<file path="config.mk">
export PLATFORM = sky130hd
export DESIGN_NAME = usv_front
export DESIGN_NICKNAME = d
export VERILOG_FILES = /design/src/sv/usv_pkg.sv /design/src/sv/usv_fifo.sv /design/src/sv/usv_front.sv
export SDC_FILE = /design/constraint.sdc
export NUM_CORES = 1
export LEC_CHECK = 0
export BUFFER_PORTS_ARGS = -buffer_cell sky130_fd_sc_hd__buf_2
export CAP_MARGIN = 30
export CORE_ASPECT_RATIO = 1.1
export CORE_UTILIZATION = 51
export DETAILED_ROUTE_END_ITERATION = 8
export PLACE_DENSITY_LB_ADDON = 0.3
export SYNTH_ARGS = -nofsm -noshare
export SYNTH_HDL_FRONTEND = slang
export SYNTH_SLANG_ARGS = --single-unit
</file>
<file path="constraint.sdc">
create_clock -name clk -period 2.8 [get_ports clk]
set_clock_uncertainty 0.2 [all_clocks]
set_input_delay 0.42 -clock clk [delete_from_list [all_inputs] [get_ports clk]]
set_output_delay 0.42 -clock clk [all_outputs]
set_load 0.01 [all_outputs]
</file>
<file path="src/sv/usv_pkg.sv">
`timescale 1ns / 1ps
// ----------------------------------------------------------------------------
// usv_pkg: shared types and constants of the UV sphere vertex generator
// Queue entry and result layouts, trig constants, vertex ordering tables.
// ----------------------------------------------------------------------------
package usv_pkg;

    localparam int IDX_BITS_DEF = 8;
    localparam int FIELD_W      = 8;
    localparam int POS_W        = 16;
    localparam int MAG_W        = 31;
    localparam int PROD_W       = 2 * MAG_W;
    localparam int DEN_W        = 10;
    localparam int DIV_W        = 40;
    localparam int DIV_PER_CYC  = 4;
    localparam int DIV_CYC      = DIV_W / DIV_PER_CYC;
    localparam int CMD_DEPTH    = 2;
    localparam int RES_DEPTH    = 2;
    localparam int CFG_IDX_W    = 1;

    // register indexes
    localparam logic [CFG_IDX_W-1:0] CFG_SLICE = 1'b0;
    localparam logic [CFG_IDX_W-1:0] CFG_CUT   = 1'b1;

    localparam logic [FIELD_W-1:0] SLICE_RST = 8'd8;
    localparam logic [FIELD_W-1:0] CUT_RST   = 8'd16;
    localparam logic [FIELD_W-1:0] MIN_CUT   = 8'd3;

    localparam logic [MAG_W-1:0] ONE_Q30   = 31'h4000_0000;
    localparam logic [16:0]      ONE_Q14   = 17'd16384;

    // ring and edge choice of each vertex in the run, bit k for vertex k
    localparam logic [5:0] RING_SEL  = 6'b010110;
    localparam logic [5:0] EDGE_SEL  = 6'b110100;
    localparam logic [2:0] LAST_CAP  = 3'd2;
    localparam logic [2:0] LAST_BODY = 3'd5;

    typedef struct packed {
        logic               bad;
        logic               cap;
        logic [FIELD_W-1:0] ring0;
        logic [FIELD_W-1:0] seg;
    } cmd_t;

    typedef struct packed {
        logic [FIELD_W-1:0] n;
        logic [DEN_W-1:0]   d;
    } trig_req_t;

    typedef struct packed {
        logic [MAG_W-1:0] sin_mag;
        logic             sin_neg;
        logic [MAG_W-1:0] cos_mag;
        logic             cos_neg;
    } trig_t;

    typedef struct packed {
        logic signed [POS_W-1:0] pos_x;
        logic signed [POS_W-1:0] pos_y;
        logic signed [POS_W-1:0] pos_z;
        logic [2:0]              vertex_slot;
        logic                    bad_request;
        logic                    last_vertex;
    } res_t;

    // Q30 Taylor coefficients of sin(pi/2 * u)
    function automatic logic [MAG_W-1:0] coef(input logic [2:0] idx);
        logic [MAG_W-1:0] c;
        case (idx)
            3'd0:    c = 31'd1686629713;
            3'd1:    c = 31'd693598668;
            3'd2:    c = 31'd85569306;
            3'd3:    c = 31'd5026995;
            3'd4:    c = 31'd172272;
            default: c = '0;
        endcase
        return c;
    endfunction

    function automatic logic [FIELD_W-1:0] idx_mask(input int bits);
        return FIELD_W'((1 << bits) - 1);
    endfunction

    // saturate a Q14 magnitude and apply the sign, zero stays positive
    function automatic logic [POS_W-1:0] q14_field(input logic [16:0] mag, input logic neg);
        logic [POS_W-1:0] sat;
        sat = (mag > ONE_Q14) ? POS_W'(ONE_Q14) : mag[POS_W-1:0];
        return (neg && (sat != '0)) ? POS_W'(~sat + 16'd1) : sat;
    endfunction

endpackage

</file>
<file path="src/sv/usv_fifo.sv">
`timescale 1ns / 1ps
// ----------------------------------------------------------------------------
// usv_fifo: small register queue
// Push/full on the write side, pop/empty on the read side, head shown at rdata.
// ----------------------------------------------------------------------------
module usv_fifo #(
    parameter int WIDTH = 8,
    parameter int DEPTH = 2
) (
    input  logic             clk,
    input  logic             rst_n,
    input  logic             push,
    input  logic [WIDTH-1:0] wdata,
    output logic             full,
    input  logic             pop,
    output logic [WIDTH-1:0] rdata,
    output logic             empty
);

    localparam int PTR_W = (DEPTH > 1) ? $clog2(DEPTH) : 1;
    localparam int CNT_W = $clog2(DEPTH + 1);

    logic [WIDTH-1:0] mem_reg [DEPTH];
    logic [PTR_W-1:0] wr_ptr_reg, wr_ptr_next;
    logic [PTR_W-1:0] rd_ptr_reg, rd_ptr_next;
    logic [CNT_W-1:0] cnt_reg, cnt_next;
    logic             do_push;
    logic             do_pop;

    assign full    = (cnt_reg == CNT_W'(DEPTH));
    assign empty   = (cnt_reg == '0);
    assign do_push = push && !full;
    assign do_pop  = pop && !empty;
    assign rdata   = mem_reg[rd_ptr_reg];

    // advance pointers and count
    always_comb
    begin
        wr_ptr_next = wr_ptr_reg;
        rd_ptr_next = rd_ptr_reg;
        cnt_next    = cnt_reg;
        if (do_push)
        begin
            wr_ptr_next = (wr_ptr_reg == PTR_W'(DEPTH - 1)) ? '0 : wr_ptr_reg + 1'b1;
        end
        if (do_pop)
        begin
            rd_ptr_next = (rd_ptr_reg == PTR_W'(DEPTH - 1)) ? '0 : rd_ptr_reg + 1'b1;
        end
        if (do_push && !do_pop)
        begin
            cnt_next = cnt_reg + 1'b1;
        end
        else if (do_pop && !do_push)
        begin
            cnt_next = cnt_reg - 1'b1;
        end
    end

    always_ff @(posedge clk or negedge rst_n)
    begin
        if (!rst_n)
        begin
            wr_ptr_reg <= '0;
            rd_ptr_reg <= '0;
            cnt_reg    <= '0;
        end
        else
        begin
            wr_ptr_reg <= wr_ptr_next;
            rd_ptr_reg <= rd_ptr_next;
            cnt_reg    <= cnt_next;
        end
    end

    // store the incoming beat
    always_ff @(posedge clk)
    begin
        if (do_push)
        begin
            mem_reg[wr_ptr_reg] <= wdata;
        end
    end

endmodule

</file>
<file path="src/sv/usv_front.sv">
`timescale 1ns / 1ps
// ----------------------------------------------------------------------------
// usv_front: request intake
// Masks and range-checks each request and queues it for the vertex engine.
// ----------------------------------------------------------------------------
module usv_front import usv_pkg::*; #(
    parameter int INDEX_BITS = IDX_BITS_DEF
) (
    input  logic               clk,
    input  logic               rst_n,
    input  logic               push,
    output logic               full,
    input  logic [FIELD_W-1:0] band_index,
    input  logic [FIELD_W-1:0] segment_index,
    input  logic [FIELD_W-1:0] slice_count,
    input  logic [FIELD_W-1:0] cut_count,
    output logic               cmd_empty,
    input  logic               cmd_pop,
    output cmd_t               cmd_data
);

    localparam logic [FIELD_W-1:0] IDX_MASK = idx_mask(INDEX_BITS);

    logic [FIELD_W-1:0] band;
    logic [FIELD_W-1:0] seg;
    cmd_t               cmd_in;
    logic [$bits(cmd_t)-1:0] cmd_bits;

    // classify the request
    always_comb
    begin
        band         = band_index & IDX_MASK;
        seg          = segment_index & IDX_MASK;
        cmd_in.bad   = (cut_count < MIN_CUT) || (band >= slice_count) || (seg >= cut_count);
        cmd_in.cap   = (band == '0);
        cmd_in.ring0 = band;
        cmd_in.seg   = seg;
    end

    usv_fifo #(
        .WIDTH ($bits(cmd_t)),
        .DEPTH (CMD_DEPTH)
    ) u_cmd_fifo (
        .clk   (clk),
        .rst_n (rst_n),
        .push  (push),
        .wdata (cmd_in),
        .full  (full),
        .pop   (cmd_pop),
        .rdata (cmd_bits),
        .empty (cmd_empty)
    );

    assign cmd_data = cmd_t'(cmd_bits);

endmodule

</file>
# ---- After elaboration in Yosys (flattened, before gate mapping)
# Memory sizes are Yosys's and may differ from the RTL's.
# Cells that the tools add are included.
dict set report totals {
  ram_bits 36
  n_memories 1
  inputBits 36
  elab_cells 31
  reg_bits 4
}
# name depth word_bits read_ports rd_clocked_by_memory_dff wr line
set mem_list {}
lappend mem_list {u_cmd_fifo.mem_reg 2 18 1 0 1 usv_fifo.sv:23} ;# logic [WIDTH-1:0] mem_reg [DEPTH];
dict set report classes {
  n_reduce_logical 13
  muxes 6
  n_addsub 4
  magnitude_cmp 3
  eq_ne 1
}
# operator n
set ops {}
lappend ops {{>= comparator 8 bit} 2}
lappend ops {{zero test 8 bit} 1}
lappend ops {{less-than comparator 8 x 2 -> 1 bit, second input constant} 1}
lappend ops {{logical AND 1 bit} 4}
lappend ops {{zero test 1 bit} 4}
lappend ops {{2-to-1 mux 1 bit} 4}
lappend ops {{2-to-1 mux 2 bit} 2}
lappend ops {{adder 1 bit, second input constant} 2}
lappend ops {{adder 2 x 1 -> 2 bit, second input constant} 1}
lappend ops {{== test 2 bit, second input constant} 1}
lappend ops {{zero test 2 bit} 1}
lappend ops {{logical OR 1 bit} 2}
lappend ops {{nonzero test 2 bit} 1}
lappend ops {{subtractor 2 x 1 -> 2 bit, second input constant} 1}

# ---- Longest topological paths before layout
# Gate-level depths: netlist (run 1).
dict set report logic_depth {
  depth_word 7
  ltp_mapped 7
}

# ---- Hierarchy
# Synthesis (run 1) repeated with hierarchy kept, for this count alone.
dict set report unflattened {
  cells_unflattened 131
  hier_area_um2 1986.9
}
# mod n_inst cells_each area_each_um2 seq_area_each_um2
set modules_own_cells {}
lappend modules_own_cells {usv_fifo 1 75 1545.2 1181.1}
lappend modules_own_cells {usv_front 1 56 441.7 0.0}

# ---- Worst setup path before layout (run 1)
# Ideal clock, no wire load.
dict set report synth_path {
  path_type {register to register}
  start {reg u_cmd_fifo.cnt_reg[0]}
  end {mem u_cmd_fifo.mem_reg[0][0] (netlist name) (enable)}
  setup_slack_ns 0.787
  arrival_ns 1.421
  path_stages_with_launch 4
  period_less_slack_ns 2.013
  setup_ns 0.392
  cell_sequence {dfrtp_1 > nand2b_1 > nand2_1 > nor2_1}
}
dict set report synth_between {
  elab_chain_len 5
}
# element line
set synth_lines {}
lappend synth_lines {{start: declaration} usv_fifo.sv:26} ;# logic [CNT_W-1:0] cnt_reg, cnt_next;
lappend synth_lines {{start signal: assignment} usv_fifo.sv:72} ;# cnt_reg <= cnt_next;
lappend synth_lines {{== test 2 bit} usv_fifo.sv:30} ;# assign full = (cnt_reg == CNT_W'(DEPTH));
lappend synth_lines {{zero test 1 bit} usv_fifo.sv:32} ;# assign do_push = push && !full;
lappend synth_lines {{logical AND 1 bit} usv_fifo.sv:32}
lappend synth_lines {{2-to-1 mux 1 bit} usv_fifo.sv:79} ;# if (do_push)
lappend synth_lines {{2-to-1 mux 1 bit (implied by the code)} usv_fifo.sv:81} ;# mem_reg[wr_ptr_reg] <= wdata;
lappend synth_lines {{end: declaration} usv_fifo.sv:23}
# Every way passes these cells.

==> impl_metrics.ini, run 1 <==
[finish]
filler_cell_count = 290
num-nets-final = 248
final_layout_size_suffix_gt1_share_pct = 43.9
number_of_flip_flops_under_the_largest_register_name = 36
final_area_um2 = 2370
area.growth.synth_to_final_pct = 22.9
n_antenna_cell = 0

[synth]
async_reset_ff_share_pct = 10.0
synth.avg_cell_area_um2 = 14.7
ys_warns = 0
ys_dominant_reg_cell = edfxtp_1
synth.cell_area_um2 = 1930
synth_top_cells_by_area = edfxtp_1, ha_1, mux2_2, dfrtp_1, inv_1
synth_largest_type_area_fraction_pct = 56.0
post-synth-top-area-cell = edfxtp_1
synth_fp_nets = 184
ys_seq_elements = 40
synth_enable_flop_cells = 36
number_of_different_library_cells_in_the_post_synthesis_netlist = 27
yosys.cell_count.top_type = edfxtp_1
syn_inst = 131
yosysSeqAreaShare_pct = 61.1
synth_top_cells_by_count = edfxtp_1, inv_1, mux2_2, ha_1, nor2_1

[outcome]
status = finished, final reports clean

[power]
cellPowerDensity_nw_per_um2 = 808
ir_worst_vdd_mv = 0.368
power.static_leakage_nw = 1.06
totalPowerFinal_w = 0.00192

[worst_hold_path]
worst_hold_path_type = in2reg

[run]
max_cap_violation_count = 0

[cts]
cts.root.buffer_cell = clkbuf_8
cts.clk_slew.worst_paths_ps = 70
htreeDepth = 2
clock_latency_ps = 280
cts-root-to-sink-buffers = 2
cts_tree = yes
cts_post_setup_buffers_inserted = 0
cts_made_buffers = 5
numClockSinks = 40
cts_resized = 0

[detailed_routing]
detail_route.first_pass.iterations = 4
drtAntennaViolNets = 0
highest_layer = met4
routed_via_density = 5.03
overall_via_count_from_detail_route = 1237
drt_drc_violations_left = 0
route.met3.wl_um = 153
dr.first_iter.drc_count = 40
drt-met1-wl_um = 1470
dr_wl_met2_um = 1890
wl_per_cell_um = 14.5
postRouteWirelength_um = 3560

[floorplan]
die_w_um = 60.7
fp.dieArea_um2 = 4040
core_region_area_um2 = 3630
num_rows = 23
ioPinCount = 56
initial_utilization_pct = 53.3
die_y_um = 66.6

[timing]
fin_crit_sh_pct = 83.3
finalHoldWorstSlack_ps = 134
fin_crit_ps = 2330
setup-tns-final_ps = 0
finalMaxSlewViolations = 0
tightestPinTransition_ps = 505
normalized_max_slew_margin_pct = 66.4
report.final.hold_viol_count = 0
grt_setup_unrepaired = false
max_freq_ghz = 0.429
finalSetupViolCount = 0

[worst_setup_path]
worst_path_largest_cell_delay_ps = 660
critical_path_required_ps = 2180
timing_worst_setup_path_type = reg2out
startpoint_type = flip-flop
worstPathMaxFanout = 12
crit_path_end_kind = output port
cp_cell_sequence = buf_4, mux2_2, buf_2
cp.arrival_ps = 1710
critical-path-slowest-cell = dfrtp_1

[global_routing]
grt_overflow = 0
grt_pass1_vias = 1171
grt_use_total_pct = 19.2
first_pass_grt_wire_length_um = 5390
largest_net_degree_at_the_start_of_global_routing = 19
antenna_found_initial = 0

[placement]
finalWeightedCongestion = 0.752
detailed_place.area_um2 = 2280
dpl.hpwl_um = 2720
buffer_ports.inserted = 55
==> critical path, delay by kind of cell, from the launching register on <==
family   cells  cell delay, ps
flops        1             660
buf+inv      2             410
mux          1             350
==> report_power, final <==
part / switching [W] / leakage [nW] / internal, W / total (W)
sequential: 0.0000852 / 0.381 / 0.000824 / 0.000909
clock: 0.000184 / 0.0453 / 0.000169 / 0.000353
combinational: 0.000329 / 0.630 / 0.000326 / 0.000655
==> through the flow <==
stage                     util, %  worst slack (ps)  cells
after floorplan                 -               787    131
after global placement       62.9               642    237
after detailed placement     62.9               544    237
after CTS                    65.5               438    246
after global routing         65.5               372    246
final                        65.5               467    246
==> logic make-up (layout without fill, tap and decap cells) <==
kind of cell    count (synthesis)  count (layout)  share of synthesized area (%)
buf+inv                        20              85                           4.02
simple gates                   17              17                           4.73
fa+ha+maj                      17              17                           11.0
mux                            18              18                           10.5
compound gates                 14              14                           6.35
xor+xnor                        5               5                           2.27
flops                          40              40                           61.1
==> path summary, 6_finish.rpt <==
check | from | end | slack [ps] | cells past startpoint
worst max-delay path | u_cmd_fifo.rd_ptr_reg | cmd_data[12] | 470 | 3
worst min-delay path | segment_index[0] | u_cmd_fifo.mem_reg[0][0] | 130 | 1
worst max register to register | u_cmd_fifo.cnt_reg[0] | u_cmd_fifo.cnt_reg[1] | 1030 | 7
worst min register to register | u_cmd_fifo.wr_ptr_reg | u_cmd_fifo.wr_ptr_reg | 300 | 1
max in group asynchronous | rst_n | u_cmd_fifo.cnt_reg[1] | 2020 | 2
min in group asynchronous | rst_n | u_cmd_fifo.cnt_reg[0] | 260 | 2
==> routing by layer <==
| metal | up-vias | track usage, % |
|---|---|---|
| met2 | 37 | 32.4 |
| met5 | - | 0 |
| met4 | 0 | 6.82 |
| li1 | 610 | - |
| met1 | 586 | 22.9 |
| met3 | 4 | 5.83 |
==> layout make-up <==
type                    count  area, um^2  share of cell area [%]
clock buffers               5        68.8                    2.90
repair buffers             59         308                    13.0
inverters                  18        67.6                    2.85
flip-flops and latches     40        1180                    49.7
well taps                  50        62.6                    2.63
clock inverters             3        13.8                   0.580
multi-input cells          71         673                    28.3
==> what timing repair did <==
action                                  CTS  global route
hold buffers                              1             0
endpoints found under the hold margin     4             0
endpoints found under the setup margin    0             0
==> layout by cell type, fill, tap and decap left out, types with 3 or more instances in the layout <==
cell type	Yosys	final
buf_4	0	3
clkbuf_8	0	5
dfrtp_1	4	4
inv_1	18	18
ha_1	17	17
mux2_2	18	18
buf_2	2	55
nand2_1	4	4
xnor2_1	3	3
nor2_1	5	5
edfxtp_1	36	36
(Power assumes the default switching activity.)
==> inputs of run 2 (changes only) <==
Settings changed: CORE_UTILIZATION 51 to 46.
Clock period 2.8 ns to 1.91 ns, I/O delays scaled along.
==> run 2 against run 1 <==
Effect of this change:
- sequential share of layout area decreased by 1.6 points
- final cell count increased by 3.7%
- total power is 52% higher
==> impl_metrics.ini, run 2 (same netlist as run 1, synthesis figures left out) <==
[outcome]
status = finished, final reports clean

[worst_hold_path]
hold-path-cell-count = 1
hold_path_startpoint = segment_index[0]
holdPathEnd = u_cmd_fifo.mem_reg[0][0]
worst_hold_path_type = in2reg

[detailed_routing]
detail_route.first_pass.iterations = 4
dr.first_iter.drc_count = 54
highest_layer = met4
drt-met1-wl_um = 1530
wl_per_cell_um = 14.1
route.met3.wl_um = 174
drtAntennaViolNets = 0
postRouteWirelength_um = 3600
drt_drc_violations_left = 0
overall_via_count_from_detail_route = 1289
routed_via_density = 5.05
dr_wl_met2_um = 1840

[cts]
clock_latency_ps = 290
htreeDepth = 2
cts_post_setup_buffers_inserted = 0
cts-root-to-sink-buffers = 2
cts.root.buffer_cell = clkbuf_8
numClockSinks = 40
cts_made_buffers = 5
cts_tree = yes
cts.clk_slew.worst_paths_ps = 80

[worst_setup_path]
crit_family = flip-flops
ff2ff_setup_slack_ps = 140
timing_worst_setup_path_type = reg2out
r2r_cells = 7
worst_r2r_end = u_cmd_fifo.cnt_reg[1]
worst_path_largest_cell_delay_ps = 390
crit_path_end_kind = output port
cp.arrival_ps = 1360
worstPathMaxFanout = 19
startpoint_type = flip-flop
crit-reg2reg-launch = u_cmd_fifo.cnt_reg[0]
worst_path_depth = 3
cp_cell_sequence = buf_12, mux2_2, buf_2
critical-path-slowest-cell = dfrtp_1
worstPathBufferInverterCount = 2
critical_path_required_ps = 1420

[global_routing]
grt_use_total_pct = 17.9
first_pass_grt_wire_length_um = 6040
antenna_found_initial = 0
largest_net_degree_at_the_start_of_global_routing = 20
grt_pass1_vias = 1357
grt_overflow = 0

[timing]
fin_crit_ps = 1840
normalized_max_slew_margin_pct = 77.6
tightestPinTransition_ps = 334
fin_crit_sh_pct = 96.5
grt_setup_unrepaired = false
layout_setup_ws_ps = 67.2
finalMaxSlewViolations = 0
finalSetupViolCount = 0
report.final.hold_viol_count = 0
max_freq_ghz = 0.543

[finish]
n_antenna_cell = 0
number_of_flip_flops_under_the_largest_register_name = 36
final_layout_size_suffix_gt1_share_pct = 47.8
num-nets-final = 255
area.growth.synth_to_final_pct = 27.3
mostFrequentLayoutCells = buf_2, edfxtp_1, inv_1, mux2_2, ha_1
final_area_um2 = 2460
mostFrequentLayoutCell = buf_2

[power]
power.static_leakage_nw = 1.10
totalPowerFinal_w = 0.00292
ir_worst_vdd_mv = 0.393
cellPowerDensity_nw_per_um2 = 1190

[floorplan]
num_rows = 24
core_region_area_um2 = 3990
initial_utilization_pct = 48.4
ioPinCount = 56
fp.dieArea_um2 = 4460
die_w_um = 63.8
die_y_um = 70.0

[run]
max_cap_violation_count = 0

[placement]
detailed_place.area_um2 = 2350
dpl.hpwl_um = 2730
dp_slack_ps = -167
buffer_ports.inserted = 55
finalWeightedCongestion = 0.728
## run 2: changes by cell type in the layout (fill, tap and decap cells not counted)
cell      delta
buf_12       +1
buf_4        +6
clkbuf_8     +1
nand2_1      -1
dfrtp_2      +1
nand2_2      +1
clkinv_1     -1
dfrtp_1      -1
nor2_1       -1
nor2_2       +1
## run 2: worst reg2reg max path: stages, from the launching register on
cell,delay (ps)
dfrtp_2,440
nand2b_1,200
nand2_2,120
inv_1,50
ha_1,190
xor2_1,160
nor2_1,130
xor2_1,190
## run 2: routing by layer
metal,up-vias,track usage [%]
li1,625,-
met1,616,20.6
met2,44,31.7
met3,4,4.41
met4,0,6.82
met5,-,0
## run 2: worst max path at each step
stage | start | end | slack, ps
after detailed placement | segment_index[7] | u_cmd_fifo.mem_reg[1][17] | -170
after global routing | u_cmd_fifo.rd_ptr_reg | cmd_data[14] | 20
after CTS | u_cmd_fifo.rd_ptr_reg | cmd_data[13] | 70
after floorplan | cut_count[7] | u_cmd_fifo.mem_reg[0][17] | 50
after global placement | segment_index[7] | u_cmd_fifo.mem_reg[0][17] | -100
final | u_cmd_fifo.rd_ptr_reg | cmd_data[13] | 70
## run 2: metrics by stage
stage | std cells | hold slack [ps] | TNS [ps] | util (%)
2_1_floorplan | 131 | -209 | 0 | -
3_3_place_gp | 246 | -109 | -198 | 58.9
3_5_place_dp | 246 | -104 | -333 | 58.9
4_1_cts | 255 | 3.05 | 0 | 61.5
5_1_grt | 255 | 2.06 | 0 | 61.6
6_report | 255 | 8.17 | 0 | 61.6
## run 2: repair_timing
item,in CTS,in global routing
endpoints found under the setup margin,0,1
gates resized for setup,0,2
endpoints found under the hold margin,4,0
hold buffers,1,0
## run 2: power breakdown
group          switching, W  leakage (nW)  internal, W
Sequential        0.0000861         0.380      0.00121
Combinational      0.000540         0.668     0.000520
Clock              0.000277        0.0510     0.000288
Total              0.000903          1.10      0.00202
## run 2: final cells by class
class                   count  area (um^2)
flip-flops and latches     40         1180
multi-input cells          71          678
inverters                  18         67.6
fillers                   337         1540
clock buffers               6         82.6
clock inverters             2         10.0
repair buffers             66          373
well taps                  52         65.1
==> inputs of run 3 (changes only) <==
Settings changed: PLACE_DENSITY set to 0.76, PLACE_DENSITY_LB_ADDON 0.3 to unset.
==> run 3 against run 2 <==
Effect of this change:
- critical path depth is 2 higher
- global-route usage is 1.1 points higher
- register-to-register slack better by 20 ps
- first-iteration DRC count is 13% lower
- setup slack worse by 55 ps
- hold slack better by 6.0 ps
- final area is 1.5% higher
- count of clock-buffer cells in the layout stayed put
- highest routed layer unchanged
==> impl_metrics.ini, run 3 (same netlist as run 1, synthesis figures left out) <==
[timing]
finalSetupViolCount = 0
max_freq_ghz = 0.527
fin_crit_ps = 1900
tightestPinTransition_ps = 367
fin_crit_sh_pct = 99.4
finalMaxSlewViolations = 0
layout_setup_ws_ps = 12.4
report.final.hold_viol_count = 0
normalized_max_slew_margin_pct = 75.3

[cts]
cts-root-to-sink-buffers = 2
cts_made_buffers = 5
numClockSinks = 40
cts_post_setup_buffers_inserted = 0
cts_tree = yes
htreeDepth = 2
clock_latency_ps = 290
cts.clk_slew.worst_paths_ps = 80
cts.root.buffer_cell = clkbuf_8
quantity_of_hold_fixing_buffers_added_after_cts = 1
cts_resized = 0

[worst_setup_path]
worstPathMaxFanout = 3
crit_path_end_kind = flip-flop
critical_path_required_ps = 1710
worst_path_largest_cell_delay_ps = 550
cp_cell_sequence = dlygate4sd3_1, buf_2, ha_1, a211oi_1, o221ai_1
ff2ff_setup_slack_ps = 160
worstPathBufferInverterCount = 2
critical-path-slowest-cell = dlygate4sd3_1
cp.arrival_ps = 1700
startpoint_type = input port
timing_worst_setup_path_type = in2reg
crit_family = buffers and inverters

[finish]
filler_cell_count = 321
area.growth.synth_to_final_pct = 29.1
multi_input_gate_area_in_the_final_layout_um2 = 676
mostFrequentLayoutCells = buf_2, edfxtp_1, inv_1, mux2_2, ha_1
n_antenna_cell = 0
mostFrequentLayoutCell = buf_2
final_area_um2 = 2490
final_layout_size_suffix_gt1_share_pct = 46.6
num-nets-final = 258
register_area_um2 = 1180
number_of_flip_flops_under_the_largest_register_name = 36

[global_routing]
grt_overflow = 0
largest_net_degree_at_the_start_of_global_routing = 20
grt_use_total_pct = 19.0
antenna_found_initial = 0
first_pass_grt_wire_length_um = 6300
grt_pass1_vias = 1395

[detailed_routing]
wl_per_cell_um = 14.4
postRouteWirelength_um = 3710
detail_route.first_pass.iterations = 4
drt_drc_violations_left = 0
overall_via_count_from_detail_route = 1299
drtAntennaViolNets = 0
dr.first_iter.drc_count = 47
routed_via_density = 5.03

[placement]
dpl.hpwl_um = 2880
buffer_ports.inserted = 55
detailed_place.area_um2 = 2370
dp_slack_ps = -199
finalWeightedCongestion = 0.746

[floorplan]
initial_utilization_pct = 48.4
die_w_um = 63.8
ioPinCount = 56
core_region_area_um2 = 3990
fp.dieArea_um2 = 4460
num_rows = 24
die_y_um = 70.0

[power]
cellPowerDensity_nw_per_um2 = 1210
power.static_leakage_nw = 1.12
ir_worst_vdd_mv = 0.648

[worst_hold_path]
worst_hold_path_type = in2reg

[run]
max_cap_violation_count = 0

[outcome]
status = finished, final reports clean
-- run 3: layout make-up --
class,instances,share of cell area (%)
flip-flops and latches,40,47.3
multi-input cells,71,27.1
repair buffers,69,15.9
clock buffers,6,2.91
inverters,18,2.71
well taps,52,2.61
clock inverters,2,1.40
-- run 3: metal layers --
layer	up-vias	GRT usage, %	part of all wire, %
li1	631	-	-
met5	-	0	0
met3	15	3.59	4.0
met1	615	20.3	38
met2	38	35.1	55
met4	0	9.09	2.9
-- run 3: report_power, final --
| part | switching, W | total, W | leakage, nW | internal, W |
|---|---|---|---|---|
| clock | 0.000269 | 0.000656 | 0.0552 | 0.000387 |
| sequential | 0.0000827 | 0.00129 | 0.381 | 0.00121 |
| combinational | 0.000541 | 0.00106 | 0.682 | 0.000522 |
-- run 3: through the flow --
| step | instances | total power, W | setup TNS, ps | hold WS (ps) | utilization, % |
|---|---|---|---|---|---|
| floorplan | 131 | 0.00194 | 0 | -209 | - |
| global placement | 248 | 0.00233 | -208 | -110 | 59.3 |
| detailed placement | 248 | 0.00239 | -398 | -106 | 59.3 |
| CTS | 257 | 0.00305 | 0 | 0.410 | 62.2 |
| global route | 258 | 0.00318 | -6.35 | 10.5 | 62.5 |
| finish | 258 | 0.00301 | 0 | 14.2 | 62.5 |
-- run 3: final timing paths --
path                                  startpoint                         to  cells after the start
max reg2reg                u_cmd_fifo.cnt_reg[0]      u_cmd_fifo.cnt_reg[1]                      7
max in group asynchronous                  rst_n      u_cmd_fifo.cnt_reg[1]                      2
min in group asynchronous                  rst_n      u_cmd_fifo.wr_ptr_reg                      2
max                             segment_index[2]  u_cmd_fifo.mem_reg[1][17]                      5
min                             segment_index[1]   u_cmd_fifo.mem_reg[1][1]                      1
min reg2reg                u_cmd_fifo.cnt_reg[1]      u_cmd_fifo.cnt_reg[1]                      1
